**src/rtl/sla_pkg.sv**
```systemverilog
// Shared types and constants for the seam linear alpha blend block.
// Used by every module under rtl/.
package sla_pkg;

  localparam int CHANNELS      = 3;
  localparam int CHAN_W        = 8;
  localparam int COL_W         = 12;
  localparam int LW_W          = 13;
  localparam int MAX_WIDTH_DEF = 4096;

  localparam int QBITS       = CHAN_W;
  localparam int LANE_STAGES = QBITS + 2;
  localparam int PIPE_STAGES = LANE_STAGES + 2;
  localparam int PROD_W      = 22;
  localparam int NUM_W       = PROD_W + 1;
  localparam int MAG_W       = NUM_W - 2;
  localparam int REM_W       = COL_W + QBITS;

  localparam int IN_FIELDS_W = COL_W + 3 * CHANNELS * CHAN_W;
  localparam int IN_TDATA_W  = ((IN_FIELDS_W + 7) / 8) * 8;
  localparam int OUT_TDATA_W = CHANNELS * CHAN_W;
  localparam int CFG_IDX_W   = 2;

  typedef enum logic [CFG_IDX_W-1:0] {
    CFG_OVERLAP_START = 2'd0,
    CFG_OVERLAP_END   = 2'd1,
    CFG_LEFT_WIDTH    = 2'd2
  } cfg_idx_t;

  typedef enum logic [1:0] {
    MODE_PASS  = 2'd0,
    MODE_LEFT  = 2'd1,
    MODE_BLEND = 2'd2
  } mode_t;

  typedef struct packed {
    logic signed [COL_W:0] w;
    logic [COL_W-1:0]      absw;
    logic                  wneg;
  } geom_t;

  typedef struct packed {
    logic [QBITS-1:0]  q;
    logic              zero;
    logic              sat;
    logic [CHAN_W-1:0] left;
    logic [CHAN_W-1:0] stitched;
  } lane_res_t;

endpackage

```
**src/rtl/sla_front.sv**
```systemverilog
// Region decode and blend geometry for one pixel.
// Depends on sla_pkg.
module sla_front #(
  parameter int MAX_WIDTH = sla_pkg::MAX_WIDTH_DEF
) (
  input  logic [sla_pkg::COL_W-1:0]  overlap_start,
  input  logic [sla_pkg::COL_W-1:0]  overlap_end,
  input  logic [sla_pkg::LW_W-1:0]   left_width,
  input  logic [sla_pkg::COL_W-1:0]  column,
  input  logic [sla_pkg::CHAN_W-1:0] right_px [sla_pkg::CHANNELS],
  output sla_pkg::mode_t             mode,
  output logic [sla_pkg::COL_W-1:0]  col_off,
  output sla_pkg::geom_t             geom
);
  import sla_pkg::*;

  localparam logic [31:0] MAXW = 32'(MAX_WIDTH);

  logic              in_region;
  logic              black;
  logic signed [COL_W:0] w;

  always_comb begin
    w         = $signed({1'b0, overlap_end}) - $signed({1'b0, overlap_start});
    geom.w    = w;
    geom.wneg = w[COL_W];
    geom.absw = w[COL_W] ? COL_W'(-w) : COL_W'(w);
    col_off   = column - overlap_start;
    in_region = (column >= overlap_start) && ({1'b0, column} < left_width)
                && (32'(column) < MAXW);
    black = 1'b1;
    for (int k = 0; k < CHANNELS; k++) begin
      if (right_px[k] != '0) black = 1'b0;
    end
    if (!in_region) begin
      mode = MODE_PASS;
    end else if (black || overlap_end == overlap_start) begin
      mode = MODE_LEFT;
    end else begin
      mode = MODE_BLEND;
    end
  end

endmodule

```
**src/rtl/sla_lane.sv**
```systemverilog
// One color channel: weighted sum, then a pipelined restoring divide, one quotient bit a stage.
// Depends on sla_pkg.
module sla_lane (
  input  logic                             clk,
  input  logic [sla_pkg::LANE_STAGES-1:0]  en,
  input  sla_pkg::geom_t                   geom,
  input  logic [sla_pkg::COL_W-1:0]        col_off,
  input  logic [sla_pkg::CHAN_W-1:0]       left_px,
  input  logic [sla_pkg::CHAN_W-1:0]       right_px,
  input  logic [sla_pkg::CHAN_W-1:0]       stitched_px,
  output sla_pkg::lane_res_t               res
);
  import sla_pkg::*;

  logic signed [PROD_W-1:0] p1, p2;
  logic [CHAN_W-1:0]        l1, s1;
  logic signed [CHAN_W:0]   diff;
  logic signed [COL_W:0]    dd;

  logic signed [NUM_W-1:0]  sum, numc;
  logic [MAG_W-1:0]         mag;
  logic [MAG_W-1:0]         lim;

  logic [REM_W-1:0]  rem  [0:QBITS];
  logic [QBITS-1:0]  quo  [0:QBITS];
  logic              zf   [0:QBITS];
  logic              sf   [0:QBITS];
  logic [CHAN_W-1:0] lv   [0:QBITS];
  logic [CHAN_W-1:0] sv   [0:QBITS];

  always_comb begin
    diff = $signed({1'b0, right_px}) - $signed({1'b0, left_px});
    dd   = $signed({1'b0, col_off});
  end

  always_ff @(posedge clk) begin
    if (en[0]) begin
      p1 <= $signed({1'b0, left_px}) * geom.w;
      p2 <= diff * dd;
      l1 <= left_px;
      s1 <= stitched_px;
    end
  end

  always_comb begin
    sum  = NUM_W'(p1) + NUM_W'(p2);
    numc = geom.wneg ? -sum : sum;
    mag  = numc[MAG_W-1:0];
    lim  = MAG_W'({geom.absw, {QBITS{1'b0}}});
  end

  always_ff @(posedge clk) begin
    if (en[1]) begin
      rem[0] <= mag[REM_W-1:0];
      quo[0] <= '0;
      zf[0]  <= (numc <= 0);
      sf[0]  <= (mag >= lim);
      lv[0]  <= l1;
      sv[0]  <= s1;
    end
  end

  for (genvar j = 0; j < QBITS; j++) begin : g_div
    localparam int K = QBITS - 1 - j;
    logic [REM_W-1:0] trial;
    logic             fits;

    always_comb begin
      trial = REM_W'(geom.absw) << K;
      fits  = rem[j] >= trial;
    end

    always_ff @(posedge clk) begin
      if (en[2+j]) begin
        rem[j+1] <= fits ? rem[j] - trial : rem[j];
        quo[j+1] <= quo[j] | (QBITS'(fits) << K);
        zf[j+1]  <= zf[j];
        sf[j+1]  <= sf[j];
        lv[j+1]  <= lv[j];
        sv[j+1]  <= sv[j];
      end
    end
  end

  always_comb begin
    res.q        = quo[QBITS];
    res.zero     = zf[QBITS];
    res.sat      = sf[QBITS];
    res.left     = lv[QBITS];
    res.stitched = sv[QBITS];
  end

endmodule

```
**src/rtl/sla_merge.sv**
```systemverilog
// Output stage: picks each channel's value from its lane and registers the result item.
// Depends on sla_pkg.
module sla_merge (
  input  logic                        clk,
  input  logic                        load,
  input  sla_pkg::mode_t              mode,
  input  sla_pkg::lane_res_t          res [sla_pkg::CHANNELS],
  output logic [sla_pkg::OUT_TDATA_W-1:0] tdata,
  output logic                        blended
);
  import sla_pkg::*;

  logic [OUT_TDATA_W-1:0] tdata_next;

  always_comb begin
    for (int k = 0; k < CHANNELS; k++) begin
      case (mode)
        MODE_PASS:  tdata_next[k*CHAN_W +: CHAN_W] = res[k].stitched;
        MODE_LEFT:  tdata_next[k*CHAN_W +: CHAN_W] = res[k].left;
        MODE_BLEND: begin
          if (res[k].zero) begin
            tdata_next[k*CHAN_W +: CHAN_W] = '0;
          end else if (res[k].sat) begin
            tdata_next[k*CHAN_W +: CHAN_W] = '1;
          end else begin
            tdata_next[k*CHAN_W +: CHAN_W] = res[k].q;
          end
        end
        default:    tdata_next[k*CHAN_W +: CHAN_W] = res[k].stitched;
      endcase
    end
  end

  always_ff @(posedge clk) begin
    if (load) begin
      tdata   <= tdata_next;
      blended <= (mode != MODE_PASS);
    end
  end

endmodule

```
**src/rtl/seam_linear_alpha_blend_top.sv**
```systemverilog
// Top level of the seam linear alpha blend: register file, input stage, three channel lanes
// and the output stage. Depends on sla_pkg, sla_front, sla_lane and sla_merge.
//
// Usage:
//   s_axis carries one pixel per item: column, left RGB, right RGB and current stitched RGB.
//   m_axis returns one item per pixel: blended RGB in tdata, the blended flag in tuser.
//   cfg writes overlap_start (index 0), overlap_end (1) and left_width (2); other indexes
//   are ignored. cfg_ready is always high; write only while no pixel is in flight.
// Timing:
//   A pixel travels from the accepting edge to m_axis_tvalid through a 12-stage
//   pipeline: input register, product stage, numerator stage, eight restoring divide
//   stages (one quotient bit each), output register. Throughput is one pixel per clock
//   while m_axis_tready is high. The three color channels run in parallel lanes.
// Reset:
//   rst (synchronous) empties the pipeline and clears all three registers to zero.
// Stalls:
//   When m_axis_tready is low the output item holds; earlier stages keep filling any
//   bubbles, so s_axis_tready drops only once every stage holds an item.
module seam_linear_alpha_blend_top #(
  parameter int MAX_WIDTH = sla_pkg::MAX_WIDTH_DEF
) (
  input  logic                              clk,
  input  logic                              rst,
  input  logic                              s_axis_tvalid,
  output logic                              s_axis_tready,
  // column, left_red, left_green, left_blue, right_red, right_green, right_blue,
  // stitched_red, stitched_green, stitched_blue
  input  logic [sla_pkg::IN_TDATA_W-1:0]    s_axis_tdata,
  output logic                              m_axis_tvalid,
  input  logic                              m_axis_tready,
  // out_red, out_green, out_blue
  output logic [sla_pkg::OUT_TDATA_W-1:0]   m_axis_tdata,
  // was_blended
  output logic [0:0]                        m_axis_tuser,
  input  logic                              cfg_valid,
  output logic                              cfg_ready,
  input  logic [sla_pkg::CFG_IDX_W-1:0]     cfg_index,
  input  logic [sla_pkg::LW_W-1:0]          cfg_data
);
  import sla_pkg::*;

  localparam int NS = PIPE_STAGES;

  logic [COL_W-1:0]  overlap_start, overlap_end;
  logic [LW_W-1:0]   left_width;

  logic [NS-1:0]     v;
  logic [NS-1:0]     free;

  logic [COL_W-1:0]  col0;
  logic [CHAN_W-1:0] l0 [CHANNELS];
  logic [CHAN_W-1:0] r0 [CHANNELS];
  logic [CHAN_W-1:0] s0 [CHANNELS];

  mode_t             mode_f;
  logic [COL_W-1:0]  col_off;
  geom_t             geom;
  mode_t             mode_q [0:LANE_STAGES-1];
  lane_res_t         res [CHANNELS];

  assign cfg_ready = 1'b1;

  always_ff @(posedge clk) begin
    if (rst) begin
      overlap_start <= '0;
      overlap_end   <= '0;
      left_width    <= '0;
    end else if (cfg_valid) begin
      case (cfg_index)
        CFG_OVERLAP_START: overlap_start <= cfg_data[COL_W-1:0];
        CFG_OVERLAP_END:   overlap_end   <= cfg_data[COL_W-1:0];
        CFG_LEFT_WIDTH:    left_width    <= cfg_data;
        default:           ;
      endcase
    end
  end

  always_comb begin
    free[NS-1] = !v[NS-1] || m_axis_tready;
    for (int i = NS - 2; i >= 0; i--) begin
      free[i] = !v[i] || free[i+1];
    end
  end

  assign s_axis_tready = free[0];
  assign m_axis_tvalid = v[NS-1];

  always_ff @(posedge clk) begin
    if (rst) begin
      v <= '0;
    end else begin
      if (free[0]) v[0] <= s_axis_tvalid;
      for (int i = 1; i < NS; i++) begin
        if (free[i]) v[i] <= v[i-1];
      end
    end
  end

  always_ff @(posedge clk) begin
    if (free[0]) begin
      col0 <= s_axis_tdata[COL_W-1:0];
      for (int k = 0; k < CHANNELS; k++) begin
        l0[k] <= s_axis_tdata[COL_W + k*CHAN_W +: CHAN_W];
        r0[k] <= s_axis_tdata[COL_W + (CHANNELS + k)*CHAN_W +: CHAN_W];
        s0[k] <= s_axis_tdata[COL_W + (2*CHANNELS + k)*CHAN_W +: CHAN_W];
      end
    end
  end

  sla_front #(.MAX_WIDTH(MAX_WIDTH)) u_front (
    .overlap_start (overlap_start),
    .overlap_end   (overlap_end),
    .left_width    (left_width),
    .column        (col0),
    .right_px      (r0),
    .mode          (mode_f),
    .col_off       (col_off),
    .geom          (geom)
  );

  always_ff @(posedge clk) begin
    if (free[1]) mode_q[0] <= mode_f;
    for (int i = 1; i < LANE_STAGES; i++) begin
      if (free[i+1]) mode_q[i] <= mode_q[i-1];
    end
  end

  for (genvar k = 0; k < CHANNELS; k++) begin : g_lane
    sla_lane u_lane (
      .clk         (clk),
      .en          (free[LANE_STAGES:1]),
      .geom        (geom),
      .col_off     (col_off),
      .left_px     (l0[k]),
      .right_px    (r0[k]),
      .stitched_px (s0[k]),
      .res         (res[k])
    );
  end

  sla_merge u_merge (
    .clk     (clk),
    .load    (free[NS-1]),
    .mode    (mode_q[LANE_STAGES-1]),
    .res     (res),
    .tdata   (m_axis_tdata),
    .blended (m_axis_tuser[0])
  );

  a_full_when_blocked: assert property (@(posedge clk) disable iff (rst)
    !s_axis_tready |-> (m_axis_tvalid && !m_axis_tready && v == '1))
    else $error("input blocked while pipeline has room");

  a_stage_holds: assert property (@(posedge clk) disable iff (rst)
    (v[NS-2] && !free[NS-1]) |=> v[NS-2])
    else $error("item dropped from last lane stage during stall");

  a_out_holds: assert property (@(posedge clk) disable iff (rst)
    (m_axis_tvalid && !m_axis_tready) |=> (m_axis_tvalid && $stable(m_axis_tdata)
      && $stable(m_axis_tuser)))
    else $error("output item changed while stalled");

endmodule

```
**config.mk**
```make
export PLATFORM = sky130hd
export DESIGN_NAME = seam_linear_alpha_blend_top
export DESIGN_NICKNAME = d
export VERILOG_FILES = /design/src/rtl/sla_pkg.sv /design/src/rtl/sla_front.sv /design/src/rtl/sla_lane.sv /design/src/rtl/sla_merge.sv /design/src/rtl/seam_linear_alpha_blend_top.sv
export SDC_FILE = /design/constraint.sdc
export NUM_CORES = 2
export LEC_CHECK = 0
export BUFFER_PORTS_ARGS = -buffer_cell sky130_fd_sc_hd__buf_2
export CAP_MARGIN = 20
export CORE_UTILIZATION = 46
export DETAILED_ROUTE_END_ITERATION = 6
export MAX_ROUTING_LAYER = met4
export SLEW_MARGIN = 25
export SYNTH_ARGS = -nofsm -noshare
export SYNTH_HDL_FRONTEND = slang
export SYNTH_SLANG_ARGS = --single-unit
```
**constraint.sdc**
```tcl
create_clock -name clk -period 34.5 [get_ports clk]
set_clock_uncertainty 0.1 [all_clocks]
set_input_delay 6.9 -clock clk [delete_from_list [all_inputs] [get_ports clk]]
set_output_delay 6.9 -clock clk [all_outputs]
set_load 0.005 [all_outputs]
```
== Yosys cells after proc, flatten, opt, wreduce, memory -nomap -nowiden ==
Memory sizes are Yosys's and may differ from the RTL's. A register that Yosys moved wholly into a read port is not among the register bits.
Cells that the tools add are included.
W data, S select, Z words.

* Register bits: 266
* Input port bits: 108
* Output and inout bits: 28
* Memory bits (writable): 1310
* Memory bits (read-only): 0
* Bits in latches: 0
* Word-level logic and storage cells: 252
* Memories: 21

* $add $sub $neg: 36
* Bitwise logic cells: 24
* Div/mod/pow operators: 0
* Shift-type cells: 0
* Equality and inequality tests: 5
* Order comparisons: 32
* Multiply operators: 6
* Reductions and logical operators: 34
* Mux-type cells: 64

{| class="wikitable"
|+ Memory list
! name !! words !! width !! read ports !! clocked after Yosys merged registers in !! write ports !! line !! text
|-
| g_lane[0].u_lane.rem || 9 || 20 || 8 || 0 || 9 || sla_lane.sv:24 || <nowiki>logic [REM_W-1:0] rem [0:QBITS];</nowiki>
|-
| g_lane[1].u_lane.rem || 9 || 20 || 8 || 0 || 9 || sla_lane.sv:24 ||
|-
| g_lane[2].u_lane.rem || 9 || 20 || 8 || 0 || 9 || sla_lane.sv:24 ||
|-
| g_lane[0].u_lane.lv || 9 || 8 || 9 || 0 || 9 || sla_lane.sv:28 || <nowiki>logic [CHAN_W-1:0] lv [0:QBITS];</nowiki>
|-
| g_lane[0].u_lane.quo || 9 || 8 || 9 || 0 || 9 || sla_lane.sv:25 || <nowiki>logic [QBITS-1:0] quo [0:QBITS];</nowiki>
|-
| g_lane[0].u_lane.sv || 9 || 8 || 9 || 0 || 9 || sla_lane.sv:29 || <nowiki>logic [CHAN_W-1:0] sv [0:QBITS];</nowiki>
|-
| 15 more memories || n/a || n/a || n/a || n/a || n/a || n/a ||
|}

{| class="wikitable"
|+ Operators by type and width
! cell !! number
|-
| $mux W20 || 24
|-
| $mul A9 B13 Y22 || 6
|-
| $add A22 B22 Y23 || 3
|-
| $le A23 B1 Y1 const B || 3
|-
| $mux W23 || 3
|-
| $neg A23 Y23 || 3
|-
| $ge A21 B20 Y1 || 3
|-
| $ge A20 B12 Y1 || 3
|-
| $ge A20 B13 Y1 || 3
|-
| $ge A20 B14 Y1 || 3
|-
| $ge A20 B15 Y1 || 3
|-
| $ge A20 B16 Y1 || 3
|-
| $ge A20 B17 Y1 || 3
|-
| $ge A20 B18 Y1 || 3
|-
| $ge A20 B19 Y1 || 3
|-
| $sub A20 B12 Y20 || 3
|-
| $sub A20 B13 Y20 || 3
|-
| $sub A20 B14 Y20 || 3
|-
| $sub A20 B15 Y20 || 3
|-
| $sub A20 B16 Y20 || 3
|-
| $sub A20 B17 Y20 || 3
|-
| $sub A20 B18 Y20 || 3
|-
| $sub A20 B19 Y20 || 3
|-
| $mux W8 || 6
|-
| other kinds (28) || 102
|}

== Depth between registers and ports, before layout ==
* Word-level depth: 15
* Depth in mapped cells: 34
* Gate-level depth less buffers: 33

== Hierarchy ==
From an unflattened synthesis, not the netlist that was laid out.

* Cell total of the unflattened synthesis: 7893
* Area total of the unflattened synthesis: 90858.4 um2

{| class="wikitable"
|+ Modules (own cells, without submodules)
! module !! cells each !! area an instance (um2) !! instances !! sequential area each (um2)
|-
| sla_lane (g_lane[1].u_lane) || 2467 || 28036.9 || 1 || 12552.0
|-
| sla_lane (g_lane[2].u_lane) || 2382 || 27407.5 || 1 || 12552.0
|-
| sla_lane (g_lane[0].u_lane) || 2368 || 27377.5 || 1 || 12552.0
|-
| seam_linear_alpha_blend_top || 301 || 4953.5 || 1 || 4103.9
|-
| sla_front || 238 || 1754.2 || 1 || 0.0
|-
| sla_merge || 137 || 1328.8 || 1 || 750.7
|}

== Worst setup path before layout ==
Ideal clock, no wire load.

* Kind: input -> output
* Start point: in m_axis_tready
* End point: out s_axis_tready
* Data required time: 27500 ps
* Data arrival time: 20093 ps
* Slack: 7407 ps
* Cell stages on the path: 7
* Path buffers: 0
* Cell sequence: nor2b_1 and3_1 and3_1 nand3_1 nor2_1 nand4_1 or2_2

* Cells in the longest elaborated chain, start to end: 12

{| class="wikitable"
|+ RTL lines
! what !! line !! text
|-
| start, declared || seam_linear_alpha_blend_top.sv:30 || <nowiki>input logic m_axis_tready,</nowiki>
|-
| $logic_or A1 B1 Y1 || seam_linear_alpha_blend_top.sv:79 || <nowiki>free[NS-1] = !v[NS-1] || m_axis_tready;</nowiki>
|-
| $logic_or A1 B1 Y1 (6 in a row) || seam_linear_alpha_blend_top.sv:81 || <nowiki>free[i] = !v[i] || free[i+1];</nowiki>
|-
| named net free[5] || seam_linear_alpha_blend_top.sv:48 || <nowiki>logic [NS-1:0] free;</nowiki>
|-
| $logic_or A1 B1 Y1 (4 in a row) || seam_linear_alpha_blend_top.sv:81 ||
|-
| named net free[1] || seam_linear_alpha_blend_top.sv:48 ||
|-
| $logic_or A1 B1 Y1 || seam_linear_alpha_blend_top.sv:81 ||
|-
| end, declared || seam_linear_alpha_blend_top.sv:25 || <nowiki>output logic s_axis_tready,</nowiki>
|}

The timed path passes the listed nets, and every way through them passes these cells.

== Worst setup path after layout ==
Same ends and word-level chain as after synthesis.

==> run metrics <==
Max Cap Viol=0; Synth Register Bits=1432; Slew Limit Fails=0; fmax=55.2 MHz; crit path from=m_axis_tready; Crit. End Element=primary output; Area Growth Syn to Fin=10.5%; largest net degree at the start of global routing=a little under 90; R2R Path Start=l0[0][1]; status=finished clean; number of remaining DRC errors=0; num rows=162; die area=198000 um^2; share of post-route cells with drive strength above 1=0.0839; Reg2Reg Setup Slack=25.45 ns; slowest stage cell, crit path=nor2_1; wire per inst=around 19 um; ys async rst share=0; post-synthesis cell type count=~120; worst-path fanout max=63; Setup violations, final=0; Tmin final=18.10 ns; Post-synth EDFFs=1383; Core ar.=just under 200000 um^2; most frequent cells in the layout=edfxtp_1, inv_1, ha_1; Worst path max stage delay=0.86 ns; Die Wd=approximately 440 um; Vias=57.1k; first-pass GRT wire length=316 mm; final hold violations=0; hold_buf cts=0; root buffer cell=clkbuf_16; setup TNS=0 ns; Multi-input gate area=43800 um^2; Req. time, crit path=between 20 and 30 ns; Iteration-0 DRC Markers=3405; Worst-Margin Slew=1.12 ns; Slew HR=0.246; GPL Wtd Cong=0.883; kind of critical path=input port to primary output; grt ovf=0; RSZ-0062 raised after global routing=false; Mapped Avg Cell Area=roughly 12 um^2; Post-CTS Setup Inserts=0; Hold Crit Depth=0; CTS tree=built; antenna viol nets, final=0; Worst EP arrival=11.10 ns; Hold Crit Class=register to register; CP Launch Type=input port; FF/Latch Area=42500 um^2; Mapped Area=90200 um^2; initial antenna violation count=4; Post-synth top flop=edfxtp_1; clock tree buffer depth=3; Vias/cell=5.30; clk sinks=1432; vias in the first global route=between 50k and 60k; IO Port Bufs=130; H-tree Lvls=4; fillcell total=16.9k; Synth Instances=slightly below 8k; DP HPWL=148 mm; Worst Reg2Reg Path Length in Cells=31; clk slew on worst S/H paths=0.06 ns; most common cell after layout, fill and taps aside=edfxtp_1; post-CTS sizing=0; nets=9407; Final period util=0.525; clock buffer count from CTS=~160; Die Ht=445 um; wirelength, routed=200 mm; initial core utilization=0.463; IO Count=136; Tot GR Track Use=0.210; net count after synthesis=9216; CP Cell Sequence=buf_2 -> nor2b_1 -> buf_4 -> and3_1 -> and3_1 -> nand3_4 -> nor2_1 -> nand4_1 -> buf_4 -> or2_4 -> buf_2; synth warn=0; Hold Startpoint=g_lane[0].u_lane.sv[0][32]; sequential share of the synthesized area=0.471; First-pass DRT Iterations=5; clk_lat worst skew=0.81 ns
## final cells by class
cell class	count	area share
well taps	2624	0.0329
diodes	4	0.000100
flip-flops and latches	1432	0.427
multi-input cells	5278	0.440
clock inverters	101	0.0105
repair buffers	227	0.0141
inverters	940	0.0355
clock buffers	185	0.0407
## Yosys cell counts, types with 12 or more instances
cell	n	share of area
nand3b_1	15	0.0012
o211ai_1	27	0.0022
nor2b_1	69	0.0048
inv_1	935	0.039
o21ai_0	313	0.017
and2_1	130	0.0090
a21o_1	128	0.011
a21boi_0	71	0.0059
a31oi_1	25	0.0017
o21bai_1	31	0.0026
nor4b_1	14	0.0014
and3_1	25	0.0017
dfxtp_1	49	0.011
a21oi_1	419	0.023
nand2b_1	95	0.0066
nor4_1	59	0.0041
mux2i_1	38	0.0042
o2111ai_1	13	0.0013
or4_1	16	0.0013
o21a_1	37	0.0031
o31ai_1	49	0.0041
nand4_1	60	0.0042
fa_1	494	0.11
ha_1	771	0.11
or2_2	45	0.0031
or3_1	41	0.0028
a211oi_1	36	0.0030
xor2_1	141	0.014
nor3_1	114	0.0063
edfxtp_1	1383	0.46
mux2_2	93	0.012
nand3_1	74	0.0041
clkbuf_1	173	0.0072
nand2_1	557	0.023
a211o_1	12	0.0012
nor2_1	713	0.030
a2111oi_0	21	0.0020
xnor2_1	330	0.032
## metrics by stage
stage	hold slack, ns	worst slack, ns	utilization	cell area (um^2)	std cells
floorplan	0.300	7.41	-	90200	7843
global placement	0.301	16.40	0.485	94500	10501
detailed placement	0.305	16.35	0.485	94500	10501
CTS	0.285	16.32	0.512	99600	10787
global route	0.288	16.02	0.512	99700	10791
finish	0.287	16.40	0.512	99700	10791
## cells by family after synthesis
| group | share of synthesized area |
|---|---|
| AO/OA/AOI/OAI | 0.0920 |
| XOR/XNOR | 0.0463 |
| adder cells (fa/ha/maj) | 0.217 |
| buffers and inverters | 0.0475 |
| flip-flops | 0.471 |
| multiplexers | 0.0158 |
| other | 0.0000416 |
| AND/OR/NAND/NOR | 0.111 |
## worst paths after layout
kind / end
worst min register to register: g_lane[0].u_lane.sv[0][40]
worst max-delay path: s_axis_tready
worst min-delay path: g_lane[0].u_lane.sv[0][40]
worst max register to register: g_lane[0].u_lane.p2[20]
## layer usage
layer | track usage | share of wire | vias to the layer above | wire, um
met3 | 0.0278 | 0.041 | 308 | 8190
met1 | 0.272 | 0.45 | 27953 | 91100
met5 | - | 0 | - | 0
met2 | 0.342 | 0.47 | 1102 | 95100
met4 | 0.0645 | 0.030 | 0 | 6030
li1 | - | - | 27786 | -
## registers in the layout, indices dropped and copies added (netlist names), 13 cells and up
signal and cells:
g_lane.u_lane.s1 24, g_lane.u_lane.p2 66, l0 24, mode_q 20, g_lane.u_lane.quo 108, g_lane.u_lane.sf 27
g_lane.u_lane.lv 216, g_lane.u_lane.zf 27, g_lane.u_lane.l1 24, g_lane.u_lane.sv 216, u_merge.tdata 24, g_lane.u_lane.rem 480
g_lane.u_lane.p1 66, r0 24, s0 24, left_width 13
## worst max-delay path: cells and delay by family
family / cells / cell delay, ns
AND/OR/NAND/NOR: 7 / 3.28
buffers and inverters: 4 / 0.89
Power is left out: the tool's default activity adds up to more than one toggle a clock period on the data nets, which glitch-free logic cannot reach.
